`config.mk`:
```
export PLATFORM = sky130hd
export DESIGN_NAME = bis_front
export DESIGN_NICKNAME = d
export VERILOG_FILES = /design/src/bis_pkg.sv /design/src/bis_front.sv
export SDC_FILE = /design/constraint.sdc
export NUM_CORES = 1
export LEC_CHECK = 0
export BUFFER_PORTS_ARGS = -buffer_cell sky130_fd_sc_hd__buf_2
export CORE_AREA = 4 4 100 102
export DETAILED_ROUTE_END_ITERATION = 10
export DIE_AREA = 0 0 104 106
export GPL_ROUTABILITY_DRIVEN = 1
export PLACE_DENSITY = 0.77
export SLEW_MARGIN = 0
export SYNTH_ARGS = -nofsm -noshare
export SYNTH_HDL_FRONTEND = slang
export SYNTH_SLANG_ARGS = --single-unit
```
`constraint.sdc`:
```
create_clock -name vclk -period 12.7
set_input_delay 2.54 -clock vclk [all_inputs]
set_output_delay 2.54 -clock vclk [all_outputs]
set_load 0.02 [all_outputs]
```
`src/bis_pkg.sv`:
```
`timescale 1ns / 1ps
// ----------------------------------------------------------------------------
// bis_pkg
// Shared types and constants of the bilinear image scaler.
// ----------------------------------------------------------------------------
package bis_pkg;

  localparam int MAX_SRC_WIDTH  = 512;
  localparam int MAX_SRC_HEIGHT = 512;
  localparam int FRAC_BITS      = 16;
  localparam int STORE_DEPTH    = MAX_SRC_WIDTH * MAX_SRC_HEIGHT;
  localparam int ADDR_W         = $clog2(STORE_DEPTH);
  localparam int DIM_W          = 10;
  localparam int STEP_W         = 25;
  localparam int COORD_W        = 12;
  localparam int POS_W          = COORD_W + STEP_W;
  localparam int PIX_W          = 24;
  localparam int WGT_W          = 2 * FRAC_BITS + 1;
  localparam int NUM_W          = 2 * FRAC_BITS + 8;
  localparam int CFG_IDX_W      = 3;

  localparam logic CMD_LOAD    = 1'b0;
  localparam logic CMD_COMPUTE = 1'b1;

  localparam logic FMT_565 = 1'b0;
  localparam logic FMT_888 = 1'b1;

  localparam logic [CFG_IDX_W-1:0] REG_SRC_WIDTH  = 3'd0;
  localparam logic [CFG_IDX_W-1:0] REG_SRC_HEIGHT = 3'd1;
  localparam logic [CFG_IDX_W-1:0] REG_X_STEP     = 3'd2;
  localparam logic [CFG_IDX_W-1:0] REG_Y_STEP     = 3'd3;
  localparam logic [CFG_IDX_W-1:0] REG_PIX_FMT    = 3'd4;

  typedef struct packed {
    logic [DIM_W-1:0]  width;
    logic [DIM_W-1:0]  height;
    logic [STEP_W-1:0] x_step;
    logic [STEP_W-1:0] y_step;
    logic              pixel_format;
  } bis_cfg_t;

  typedef struct packed {
    logic               compute;
    logic [COORD_W-1:0] column;
    logic [COORD_W-1:0] line;
    logic [ADDR_W-1:0]  waddr;
    logic [PIX_W-1:0]   rgb;
  } bis_item_t;

endpackage

```
`src/bis_front.sv`:
```
`timescale 1ns / 1ps
// ----------------------------------------------------------------------------
// bis_front
// Classifies input transfers: drops out-of-bounds loads, forms store addresses.
// ----------------------------------------------------------------------------
module bis_front (
  input  bis_pkg::bis_cfg_t           cfg_i,
  input  logic                        in_valid_i,
  input  logic                        cmd_i,
  input  logic [bis_pkg::COORD_W-1:0] column_i,
  input  logic [bis_pkg::COORD_W-1:0] line_i,
  input  logic [7:0]                  red_in_i,
  input  logic [7:0]                  green_in_i,
  input  logic [7:0]                  blue_in_i,
  output logic                        push_o,
  output bis_pkg::bis_item_t          item_o
);
  import bis_pkg::*;

  logic              in_bounds;
  logic [ADDR_W:0]   laddr;

  assign in_bounds = (column_i < COORD_W'(cfg_i.width)) && (line_i < COORD_W'(cfg_i.height));
  assign laddr     = (ADDR_W+1)'(line_i[8:0] * cfg_i.width) + (ADDR_W+1)'(column_i[8:0]);

  assign push_o = in_valid_i && ((cmd_i == CMD_COMPUTE) || in_bounds);

  always_comb begin
    item_o.compute = (cmd_i == CMD_COMPUTE);
    item_o.column  = column_i;
    item_o.line    = line_i;
    item_o.waddr   = laddr[ADDR_W-1:0];
    item_o.rgb     = {red_in_i, green_in_i, blue_in_i};
  end

endmodule

```
Yosys cells after proc, flatten, opt, wreduce, memory -nomap -nowiden
Index checks and enable logic that the tools add are counted.
{"block": "totals", "register_bits": 0, "input_bits": 121}
{"block": "op_classes", "addsub": 1, "n_mul": 1, "order_cmp": 2, "n_reduce_logical": 3}
{"operator": "12-bit by 10-bit < comparator with 1-bit output", "n": 2}
{"operator": "18-bit by 9-bit adder with 18-bit output", "n": 1}
{"operator": "9-bit by 10-bit multiplier with 18-bit output", "n": 1}
{"operator": "1-bit logical AND", "n": 2}
{"operator": "1-bit logical OR", "n": 1}

Depth between registers and ports, before layout
{"block": "logic_depth", "word_depth": 4, "depth_mapped": 18, "depth_no_buf": 17}

Worst setup path after synthesis
OpenSTA, ideal clock, no wires.
{"block": "synth_path", "path_kind": "input to output", "startpoint": "in line_i[2] (netlist name)", "endpoint": "out item_o[39] (netlist name)", "t_arrival_ns": 6.973, "required_ns": 10.160, "setup_slack_ns": 3.187, "stages": 16, "n_path_buf": 1, "path_cell_list": "clkbuf_1 > nand2_1 > fa_1 > inv_1 > fa_1 > ha_1 > fa_1 > inv_1 > fa_1 > inv_1 > ha_1 > a21o_1 > a221oi_2 > nor3_2 > or4_1 > o211a_1"}
{"item": "start, declared", "line_no": "bis_front.sv:11", "source": "input logic [bis_pkg::COORD_W-1:0] line_i,"}
{"item": "end, declared", "line_no": "bis_front.sv:16", "source": "output bis_pkg::bis_item_t item_o"}

==> flow_summary_export.csv <==
group,metric,value,unit
power,ir_worst_vdd,0.228,mV
critical_path,endpoint_kind,"output port",
critical_path,slowest_delay,0.55,ns
drt,viasPerCell,5.34,
global_routing,grt.total_usage,17.7,%
floorplanning,core_region_area,0.00911,sq mm
global_routing,grt_overflow,0,
logic_synthesis,yosysWarnings,0,
power,power_density,230,mW/mm^2
sta,layout_min_cycle_time,9.91,ns
critical_path,arrival,7.37,ns
critical_path,cp_slowest_cell,"fa_1",
flow_run,max-cap-violations,0,
cells_and_area,drive_above_1_share,18.4,%
clocking,cts_setup_buffers,0,
clocking,hold_buffers,0,
cells_and_area,antenna_cells,0,
cells_and_area,fillers,898,
critical_path,crit_top_cell,"fa_1",
sta,fin_crit_sh,78.0,%
critical_path,critPathKind,"in -> out",
drt,vias,3324,
cells_and_area,clkbuf_count,0,
cells_and_area,final_util,46.6,%
floorplanning,die_area,0.0110,sq mm
power,p_leak,2.39,nW
floorplanning,io_pins,189,
cells_and_area,fin_nets,766,
drt,drc,0,
placed_design,gp_congestion,0.901,
floorplanning,die_w,104,microns
logic_synthesis,syn_area,0.00406,sq mm
logic_synthesis,synth_fp_nets,732,
sta,worst_pin_slew,0.537,ns
global_routing,grt_pass1_wl,16500,microns
logic_synthesis,syn_inst,480,
cells_and_area,regArea,0,sq um
drt,wl_per_cell,15.3,microns
global_routing,antenna_found_initial,0,
logic_synthesis,synth_cell_types,39,
global_routing,grt_pass1_vias,3640,
drt,initialDrtViolationCount,129,
drt,dr.pass1.iters,4,
drt,drt-total-wl,9500,microns
floorplanning,die_h,106,microns
global_routing,grt_max_degree,13,
sta,slew_viol_final,0,
sta,finalSetupTns,0,ns
sta,finalSetupViolCount,0,
floorplanning,fp-row-count,35,
sta,hold_violations,0,
floorplanning,initial_core_util,44.5,%
logic_synthesis,ys_seq_area_share,0,%
outcome,outcome,"completed",
logic_synthesis,syn_avg_cell_area,8.45,sq um
cells_and_area,design.seq.count,0,
placed_design,hpwlAfterDp,8120,microns
sta,rsz0062_at_grt,"no",
sta,slew_headroom,63.8,%
placed_design,port_buffers,90,
critical_path,crit_path_cell_trace,"buf_2 > nand2_1 > fa_1 > inv_1 > fa_1 > ha_1 > fa_1 > inv_1 > fa_1 > inv_1 > ha_1 > and3_1 > a221oi_2 > nor3_2 > or4_1 > o211a_1 > buf_2",
min_path,hp-class,"in -> out",
clocking,ctsResizeCount,0,
cells_and_area,area_delta_synth_final,4.63,%
critical_path,required,10.16,ns
drt,antenna_left,0,
critical_path,startpoint_type,"input pin",
sta,clock.fmax,101,MHz
critical_path,path_max_fanout,12,
-- power by group --
group / leakage [nW] / switching [mW] / internal, mW
clock: 0 / 0 / 0
sequential: 0 / 0 / 0
combinational: 2.39 / 0.598 / 0.379
total: 2.39 / 0.598 / 0.379
-- cells in the final DEF (no fill, tap or decap), types with 3 or more instances in the layout --
master     n
nand2_1   37
nand2b_1   3
o21ai_0   10
and3_1     3
nor2_1    12
o21a_1     3
fa_1      61
buf_2     90
xor2_1     3
and2_1    62
inv_1     80
nor3_1     5
ha_1      70
a21oi_1   15
nand3_1    9
a21o_1     9
xnor2_1   12
-- per-stage QoR --
step	instances	hold WS [ns]	cell area [sq um]	setup slack (ns)	total power [mW]
after floorplan	480	5.19	4060	3.19	0.734
after global placement	623	5.08	4240	2.89	0.954
after detailed placement	623	5.08	4240	2.82	0.985
after CTS	623	5.08	4240	2.81	0.991
after global routing	623	5.08	4240	2.60	1.10
final	623	5.08	4240	2.79	0.977
-- layer usage --
layer | GRT usage, % | routed length, microns
met1 | 20.7 | 3720
met2 | 35.0 | 5090
met3 | 1.15 | 487
met4 | 4.37 | 205
met5 | 0 | 0
-- critical path, delay by kind of cell --
family | cells | cell delay [ns]
adder cells (fa/ha/maj) | 6 | 2.75
AND/OR/NAND/NOR | 4 | 0.97
AO/OA/AOI/OAI | 2 | 0.58
buffers and inverters | 5 | 0.55
-- synth_stat cells, drive strengths merged, types with 10 or more instances --
master	instances	area share, %
a21oi	15	1.9
and2	62	9.6
buf	49	9.1
fa	61	30
ha	70	22
inv	80	7.4
nand2	37	3.4
nor2	12	1.1
o21ai	10	1.2
xnor2	12	2.6
-- cells by family after synthesis --
| kind of cell | share of synthesized area (%) |
|---|---|
| and+or+nand+nor | 18.6 |
| buffers and inverters | 17.3 |
| adders and majority gates | 51.7 |
| AOI/OAI and AO/OA | 9.10 |
| xor gates and xnor gates | 3.24 |
-- final timing paths --
check | from | to | slack, ns | depth (start not counted)
setup / recovery | line_i[2] | item_o[39] | 2.79 | 17
hold / removal | green_in_i[2] | item_o[10] | 5.08 | 0
-- cell type report --
type	count	area, sq um	share of cell area, %
inverter	80	300	7.08
multi-input combinational	342	3350	79.0
tap	111	139	3.27
timing repair buffer	90	450	10.6
Power figures use the tool's default switching activity.
