--- config.mk ---
export PLATFORM = sky130hd
export DESIGN_NAME = bis_queue
export DESIGN_NICKNAME = d
export VERILOG_FILES = /design/src/bis_pkg.sv /design/src/bis_queue.sv
export SDC_FILE = /design/constraint.sdc
export NUM_CORES = 1
export LEC_CHECK = 0
export ABC_AREA = 0
export BUFFER_PORTS_ARGS = -buffer_cell sky130_fd_sc_hd__buf_2
export CAP_MARGIN = 30
export CORE_UTILIZATION = 51
export DETAILED_ROUTE_END_ITERATION = 16
export GPL_TIMING_DRIVEN = 0
export PLACE_DENSITY = 0.75
export SYNTH_ARGS = -nofsm -noshare
export SYNTH_HDL_FRONTEND = slang
export SYNTH_SLANG_ARGS = --single-unit
--- constraint.sdc ---
create_clock -name clk_i -period 2.95 [get_ports clk_i]
set_clock_uncertainty 0.2 [all_clocks]
set_input_delay 0.1475 -clock clk_i [delete_from_list [all_inputs] [get_ports clk_i]]
set_output_delay 0.1475 -clock clk_i [all_outputs]
set_load 0.01 [all_outputs]
--- src/bis_pkg.sv ---
`timescale 1ns / 1ps
// ----------------------------------------------------------------------------
// bis_pkg
// Shared types and constants of the bilinear image scaler.
// ----------------------------------------------------------------------------
package bis_pkg;

  localparam int MAX_SRC_WIDTH  = 512;
  localparam int MAX_SRC_HEIGHT = 512;
  localparam int FRAC_BITS      = 16;
  localparam int STORE_DEPTH    = MAX_SRC_WIDTH * MAX_SRC_HEIGHT;
  localparam int ADDR_W         = $clog2(STORE_DEPTH);
  localparam int DIM_W          = 10;
  localparam int STEP_W         = 25;
  localparam int COORD_W        = 12;
  localparam int POS_W          = COORD_W + STEP_W;
  localparam int PIX_W          = 24;
  localparam int WGT_W          = 2 * FRAC_BITS + 1;
  localparam int NUM_W          = 2 * FRAC_BITS + 8;
  localparam int CFG_IDX_W      = 3;

  localparam logic CMD_LOAD    = 1'b0;
  localparam logic CMD_COMPUTE = 1'b1;

  localparam logic FMT_565 = 1'b0;
  localparam logic FMT_888 = 1'b1;

  localparam logic [CFG_IDX_W-1:0] REG_SRC_WIDTH  = 3'd0;
  localparam logic [CFG_IDX_W-1:0] REG_SRC_HEIGHT = 3'd1;
  localparam logic [CFG_IDX_W-1:0] REG_X_STEP     = 3'd2;
  localparam logic [CFG_IDX_W-1:0] REG_Y_STEP     = 3'd3;
  localparam logic [CFG_IDX_W-1:0] REG_PIX_FMT    = 3'd4;

  typedef struct packed {
    logic [DIM_W-1:0]  width;
    logic [DIM_W-1:0]  height;
    logic [STEP_W-1:0] x_step;
    logic [STEP_W-1:0] y_step;
    logic              pixel_format;
  } bis_cfg_t;

  typedef struct packed {
    logic               compute;
    logic [COORD_W-1:0] column;
    logic [COORD_W-1:0] line;
    logic [ADDR_W-1:0]  waddr;
    logic [PIX_W-1:0]   rgb;
  } bis_item_t;

endpackage

--- src/bis_queue.sv ---
`timescale 1ns / 1ps
// ----------------------------------------------------------------------------
// bis_queue
// Four-entry queue between the front and the back.
// ----------------------------------------------------------------------------
module bis_queue (
  input  logic               clk_i,
  input  logic               rst_ni,
  input  logic               push_i,
  input  bis_pkg::bis_item_t item_i,
  output logic               full_o,
  output logic               valid_o,
  output bis_pkg::bis_item_t item_o,
  input  logic               pop_i
);
  import bis_pkg::*;

  bis_item_t  buf_q [4];
  logic [1:0] wptr_q, wptr_d, rptr_q, rptr_d;
  logic [2:0] cnt_q, cnt_d;
  logic       do_push, do_pop;

  assign full_o  = (cnt_q == 3'd4);
  assign valid_o = (cnt_q != 3'd0);
  assign item_o  = buf_q[rptr_q];
  assign do_push = push_i && !full_o;
  assign do_pop  = pop_i && valid_o;

  always_comb begin
    wptr_d = do_push ? wptr_q + 2'd1 : wptr_q;
    rptr_d = do_pop ? rptr_q + 2'd1 : rptr_q;
    cnt_d  = cnt_q + 3'(do_push) - 3'(do_pop);
  end

  always_ff @(posedge clk_i or negedge rst_ni) begin
    if (!rst_ni) begin
      wptr_q <= '0;
      rptr_q <= '0;
      cnt_q  <= '0;
    end else begin
      wptr_q <= wptr_d;
      rptr_q <= rptr_d;
      cnt_q  <= cnt_d;
    end
  end

  always_ff @(posedge clk_i) begin
    if (do_push) begin
      buf_q[wptr_q] <= item_i;
    end
  end

endmodule

* Word-level counts from Yosys, hierarchy flattened
Memory sizes are Yosys's and may differ from the RTL's.
Index checks and enable logic that the tools add are counted.
** Operators by class
- Add/subtract/negate cells :: 4
- Equality and inequality tests :: 1
- Multiplexer cells :: 2
- Reductions and logical operators :: 4
** Operators by type and width (number)
- $add 2x1->2 const B :: 2
- $add 3x1->3 :: 1
- $eq 3x3->1 const B :: 1
- $reduce_bool 3->1 :: 1
- $sub 3x1->3 :: 1
- $logic_and 1x1->1 :: 2
- $mux 1 :: 2
- $logic_not 1->1 :: 1
** Word-level totals
- Register bits :: 7
- Memory bits (writable) :: 268
- Input port bits :: 71
- Output and inout port bits :: 69
- Memories :: 1
** Memory list
- buf_q :: depth 4, width 67, read ports 1, clocked after memory_dff 0, wr ports 1, RTL line bis_queue.sv:18 : bis_item_t buf_q [4];

* Logic depth before layout (Yosys ltp)
Gate-level depths: netlist (run 1).
- Depth in word-level cells :: 5
- Mapped depth :: 9

* Least setup slack after synthesis (run 1)
No wires, ideal clock.
- Path type :: reg2reg
- Start point :: register cnt_q[2]
- End point :: memory buf_q[0][0] in the netlist's numbering (enable)
- Library setup time :: 433 ps
- Arrival :: 2330 ps
- Required time :: 2317 ps
- Setup slack :: -13 ps
- Stages on the path, launching flop included :: 3
- Path through :: dfrtp_1 -> nor3b_2 -> and3b_1
** On the way
- Longest elaborated chain between the ends :: 5
** RTL lines
- from (decl) :: RTL line bis_queue.sv:20 : logic [2:0] cnt_q, cnt_d;
- from (signal assigned) :: RTL line bis_queue.sv:43 : cnt_q <= cnt_d;
- $eq 3x3->1 :: RTL line bis_queue.sv:23 : assign full_o = (cnt_q == 3'd4);
- net full_o :: RTL line bis_queue.sv:11 : output logic full_o,
- $logic_not 1->1 :: RTL line bis_queue.sv:26 : assign do_push = push_i && !full_o;
- $logic_and 1x1->1 :: RTL line bis_queue.sv:26
- $mux 1 :: RTL line bis_queue.sv:48 : if (do_push) begin
- $mux 1 (not written as such) :: RTL line bis_queue.sv:49 : buf_q[wptr_q] <= item_i;
- to (decl) :: RTL line bis_queue.sv:18
The timed path passes the listed nets, and every way through them passes these cells.

* Worst setup path after layout (run 1)
- Start point :: register cnt_q[1]
- End point :: register cnt_q[2]
** On the way
- Longest elaborated chain between the ends :: 5
** RTL lines
- $eq 3x3->1 :: RTL line bis_queue.sv:23
- $logic_not 1->1 :: RTL line bis_queue.sv:26
- $logic_and 1x1->1 :: RTL line bis_queue.sv:26
- $add 3x1->3 :: RTL line bis_queue.sv:32 : cnt_d = cnt_q + 3'(do_push) - 3'(do_pop);
- $sub 3x1->3 (*) :: RTL line bis_queue.sv:32
- net cnt_d[2] :: RTL line bis_queue.sv:20
The timed path passes the listed nets; every way through them passes the cells marked *.
A chain may end at the register's enable or synchronous reset.

==> impl_metrics.yaml, run 1 <==
status:
  outcome: "finished, final reports clean"
routing:
  drt-total-wl_um: 18400
  wl_per_cell_um: 20.0
  ant_nets: 0
  viasPerCell: 5.29
  num_vias: 4875
  firstDrtPassIters: 4
  drt-initial-drc-count: 195
  remaining_drc_errors: 0
cts:
  cts.repair.resized: 0
  clk_pin_slew_ns: 0.06
  cts_tree: "done"
  h-tree-depth: 1
  cts_buffer_depth: 3
  clock-sinks: 275
  root_buffer: "clkbuf_16"
  clk_latency_ns: 0.52
  cts_buffers: 28
final_layout:
  final_common_cell: "edfxtp_1"
  post-route-util: 0.660
  drive_gt1_frac: 0.402
  num_antenna_cells: 0
  syn_to_final_growth_pct: 26.7
  fin_area_um2: 12900
  finalNonFillerCells: 921
  final_cell_mix: "268 x edfxtp_1, 145 x buf_2, 71 x dlygate4sd3_1"
  nNetsFinal: 713
flow_run:
  cap_viol_max_count: 0
place:
  placedInstanceArea_um2: 11300
  dpl_worst_slack_ns: 0.394
  gp_congestion: 0.709
  dp_hpwl_um: 10800
  portBuffers: 139
  dpl.cell_count: 799
yosys:
  synth.cell_area_um2: 10100
  ys_types: 22
  synthCells: 391
  ys_warn_count: 0
  synth_top_area_frac: 0.794
  syn_avg_cell_area_um2: 25.9
  yosysTopAreaCell: "edfxtp_1"
  synth-seq-cells: 275
  syn_nets: 469
  yosysSeqAreaShare: 0.811
  yosys-top-cells-area: "edfxtp_1 79%, mux4_2 15%, dfrtp_1 1.7%"
pwr:
  total_power_mw: 12.3
  powerDensity_nw_per_um2: 961
  vdd_drop_max_v: 0.000693
  p_leak_nw: 4.47
sta:
  hold_viol: 0
  finalSetupTns_ns: 0
  slew_viol_final: 0
  fin_ws_ns: 0.383
  holdWs_ns: 0.173
  max_freq_mhz: 390
  fin_crit_ns: 2.57
  final.period_utilization: 0.870
  rsz0062_at_grt: "false"
  maxSlewHeadroom: 0.526
  worst_pin_slew_ns: 0.711
  setup_violations: 0
die:
  core_um2: 19500
  pin_count: 140
  die_w_um: 143
  rows: 51
  initial_core_util: 0.521
  fp.dieArea_um2: 20500
  die_y_um: 143
critical_path:
  required_ns: 3.15
  cpMaxStageDelayCell: "dfrtp_1"
  crit_family: "adder cells"
  path_class: "reg2reg"
  arrival_ns: 2.77
  endpoint_kind: "flop"
  path_cells: "nor3b_2 > nand2b_1 > ha_1 > inv_1 > ha_1 > inv_1 > fa_1 > xnor2_1 > xnor2_1"
  crit_buf_inv: 2
  startpoint: "cnt_q[1]$_DFF_PN0_"
  start_kind: "flop"
  r2r_start: "cnt_q[1]$_DFF_PN0_"
  cpPeakStageDelay_ns: 0.49
  cp_max_fo: 8
grt:
  grt_max_degree: 48
  track_usage: 0.187
  gr-total-overflow: 0
  grt_pass1_wl_um: 28300
  grt_pass1_vias: 5238
  antenna_found_initial: 0
min_path:
  hp-class: "in2reg"
  hp-start: "item_i[57]"
[path summary, 6_finish.rpt]
check | end | slack [ns] | cells after the start
min in group asynchronous | cnt_q[0]$_DFF_PN0_ | 0.40 | 3
hold reg to reg | wptr_q[1]$_DFFE_PN0P_ | 0.43 | 2
setup reg to reg | cnt_q[2]$_DFF_PN0_ | 0.38 | 9
setup / recovery | cnt_q[2]$_DFF_PN0_ | 0.38 | 9
max in group asynchronous | cnt_q[2]$_DFF_PN0_ | 1.89 | 3
hold / removal | buf_q[3][57]$_DFFE_PP_ | 0.17 | 2
[synth_stat cells, drive strengths merged]
cell type	number
and3b	4
buf	13
clkbuf	3
dfrtp	7
edfxtp	268
fa	1
ha	6
inv	5
mux4	67
nand2	1
nand2b	4
nand4bb	2
nor3b	1
o211ai	2
o311ai	1
o31a	1
or3	1
xnor2	3
xor2	1
[logic make-up after synthesis]
group / after synthesis / synth area share
AND/OR/NAND/NOR: 13 / 0.0104
multiplexers: 67 / 0.149
AO/OA/AOI/OAI: 4 / 0.00321
flip-flops: 275 / 0.811
adder cells (fa/ha/maj): 7 / 0.00938
buffers and inverters: 21 / 0.0139
XOR/XNOR: 4 / 0.00346
[power breakdown]
part           leakage (nW)  switching (mW)  total [mW]  internal [mW]
clock                 0.412            1.34        3.22           1.87
combinational          1.52            1.96        3.78           1.81
sequential             2.54           0.205        5.35           5.15
total                  4.47            3.51        12.3           8.84
[metal layers]
layer  global-route usage  up-vias  share of wire
li1                     -     2177              -
met1                0.240     2516           0.42
met2                0.327      151           0.51
met3               0.0412       31          0.058
met4               0.0441        0          0.018
met5                    0        -              0
[registers in the layout, summed over array words and instances, names as in the netlist]
| signal | flops |
|---|---|
| buf_q | 268 |
| cnt_q | 3 |
| rptr_q | 2 |
| wptr_q | 2 |
[repair_timing]
| action | CTS | global route |
|---|---|---|
| endpoints found under the hold margin | 279 | 0 |
| hold buffers | 71 | 0 |
| buffers inserted | 0 | 0 |
[area by class of cell]
cell class / instances / area, µm²
Sequential cell: 275 / 8220
Fill cell: 1267 / 6610
Multi-Input combinational cell: 95 / 1790
Timing Repair Buffer: 214 / 1520
Clock buffer: 36 / 752
Tap cell: 265 / 332
Buffer: 16 / 123
Clock inverter: 15 / 96.3
Inverter: 5 / 18.8
Power figures use the tool's default switching activity.
==> run 2: changes to the inputs <==
--- a/config.mk
+++ b/config.mk
@@ -11,2 +11,3 @@
 export CORE_UTILIZATION = 51
+export CTS_CLUSTER_DIAMETER = 60
 export DETAILED_ROUTE_END_ITERATION = 16
==> constraint.sdc (replaced) <==
create_clock -name clk_i -period 2.95 [get_ports clk_i]
set_clock_uncertainty 0.2 [all_clocks]
set_input_delay 0.295 -clock clk_i [delete_from_list [all_inputs] [get_ports clk_i]]
set_output_delay 0.295 -clock clk_i [all_outputs]
set_load 0.01 [all_outputs]
==> run 2 against run 1 <==
Utilization fell by 0.19 points. Non-clock buffer count did not move. Sequential power barely moved. Sequential cell count unchanged. Die area unchanged. Via count about the same. Worst setup slack got worse by 0.080 ns.
==> impl_metrics.yaml, run 2 (synthesis gave the netlist of run 1 again) <==
status:
  outcome: "finished, final reports clean"
die:
  die_y_um: 143
  die_w_um: 143
  initial_core_util: 0.521
  pin_count: 140
  core_um2: 19500
  rows: 51
  fp.dieArea_um2: 20500
cts:
  clk_latency_ns: 0.53
  cts.repair.resized: 0
  cts_tree: "done"
  cts_buffer_depth: 3
  cts_buffers: 28
  root_buffer: "clkbuf_16"
  h-tree-depth: 1
  clock-sinks: 275
  cts_hold_buf: 71
  post-cts-setup-buffers: 0
  clk_pin_slew_ns: 0.06
routing:
  top_layer: "met4"
  num_vias: 4877
  firstDrtPassIters: 4
  wl_met1_um: 7620
  viasPerCell: 5.31
  drt-initial-drc-count: 198
  ant_nets: 0
  wl_met2_um: 9360
  wl_per_cell_um: 20.0
  met3WireLength_um: 1090
  drt-total-wl_um: 18400
  remaining_drc_errors: 0
pwr:
  p_comb_frac: 0.309
  vdd_drop_max_v: 0.000689
  total_power_mw: 12.2
  powerDensity_nw_per_um2: 955
  p_int_mw: 8.70
  p_leak_nw: 4.45
  switchingPower_mw: 3.53
  p_seq_frac: 0.438
  p_clk_frac: 0.254
  switching_share: 0.289
sta:
  worst_pin_slew_ns: 0.711
  maxSlewHeadroom: 0.526
  max_freq_mhz: 378
  rsz0062_at_grt: "false"
  setup_violations: 0
  slew_viol_final: 0
  final.period_utilization: 0.897
  hold_viol: 0
  finalSetupTns_ns: 0
  fin_ws_ns: 0.303
  fin_crit_ns: 2.65
place:
  gp_congestion: 0.709
  dpl_worst_slack_ns: 0.394
  dp_hpwl_um: 10800
  portBuffers: 139
grt:
  grt_max_degree: 48
  antenna_found_initial: 0
  grt_pass1_wl_um: 28200
  gr-total-overflow: 0
  grt_pass1_vias: 5224
  track_usage: 0.187
critical_path:
  start_kind: "flop"
  cpMaxStageDelayCell: "mux4_2"
  crit_top_cell: "buf_2"
  endpoint_kind: "output port"
  crit_buf_inv: 4
  arrival_ns: 2.15
  required_ns: 2.46
  path_cells: "buf_2 > buf_2 > buf_2 > mux4_2 > buf_2"
  cpPeakStageDelay_ns: 0.36
  cp_max_fo: 10
  crit_family: "buffers and inverters"
  path_class: "reg2out"
final_layout:
  final_cell_mix: "268 x edfxtp_1, 145 x buf_2, 71 x dlygate4sd3_1"
  num_antenna_cells: 0
  largest_reg_flops: 268
  nNetsFinal: 713
  regMostFlops: "buf_q"
  reg_top3: "buf_q x268, cnt_q x3"
  drive_gt1_frac: 0.404
  syn_to_final_growth_pct: 26.4
  final_common_cell: "edfxtp_1"
min_path:
  hp-class: "in2reg"
flow_run:
  cap_viol_max_count: 0
==> run 2: changes by cell type in the layout (fill, tap and decap cells not counted), sizes merged <==
cell    delta
bufinv     -1
inv        +1
clkbuf     -2
==> run 2: per-stage QoR <==
| step | instances | instance area (µm²) | util | hold WS, ns |
|---|---|---|---|---|
| 2_1_floorplan | 391 | 10100 | - | -0.201 |
| 3_3_place_gp | 795 | 11200 | 0.574 | -0.0645 |
| 3_5_place_dp | 799 | 11300 | 0.580 | -0.0544 |
| 4_1_cts | 919 | 12800 | 0.658 | 0.293 |
| 5_1_grt | 919 | 12800 | 0.658 | 0.307 |
| 6_report | 919 | 12800 | 0.658 | 0.313 |
==> run 2: path summary, 6_finish.rpt <==
check | startpoint | endpoint | slack (ns) | depth (start not counted)
worst max-delay path | rptr_q[1]$_DFFE_PN0P_ | item_o[48] | 0.30 | 5
worst min-delay path | item_i[62] | buf_q[0][62]$_DFFE_PP_ | 0.31 | 2
worst max register to register | cnt_q[1]$_DFF_PN0_ | cnt_q[2]$_DFF_PN0_ | 0.38 | 9
worst min register to register | wptr_q[1]$_DFFE_PN0P_ | wptr_q[1]$_DFFE_PN0P_ | 0.43 | 2
max in group asynchronous | rst_ni | cnt_q[2]$_DFF_PN0_ | 1.75 | 3
min in group asynchronous | rst_ni | cnt_q[0]$_DFF_PN0_ | 0.55 | 3
==> run 2: cell type report <==
type	count	area, µm²
buffer	16	123
clock buffer	34	723
clock inverter	15	87.6
fill	1263	6650
inverter	5	18.8
multi-input combinational	95	1790
sequential	275	8220
tap	265	332
timing repair buffer	214	1520
==> run 2: metal layers <==
metal / GRT usage / vias to the layer above
met5: 0 / -
met4: 0.0470 / 0
met3: 0.0399 / 33
met2: 0.324 / 157
met1: 0.241 / 2512
li1: - / 2175
==> run 2: power groups by stage <==
stage	Sequential, mW	Clock (mW)	Combinational (mW)
after floorplan	5.38	0	2.40
after global placement	5.42	0	3.60
after detailed placement	5.44	0	3.77
after CTS	5.36	3.17	3.87
after global routing	5.41	3.32	4.10
final	5.35	3.10	3.78
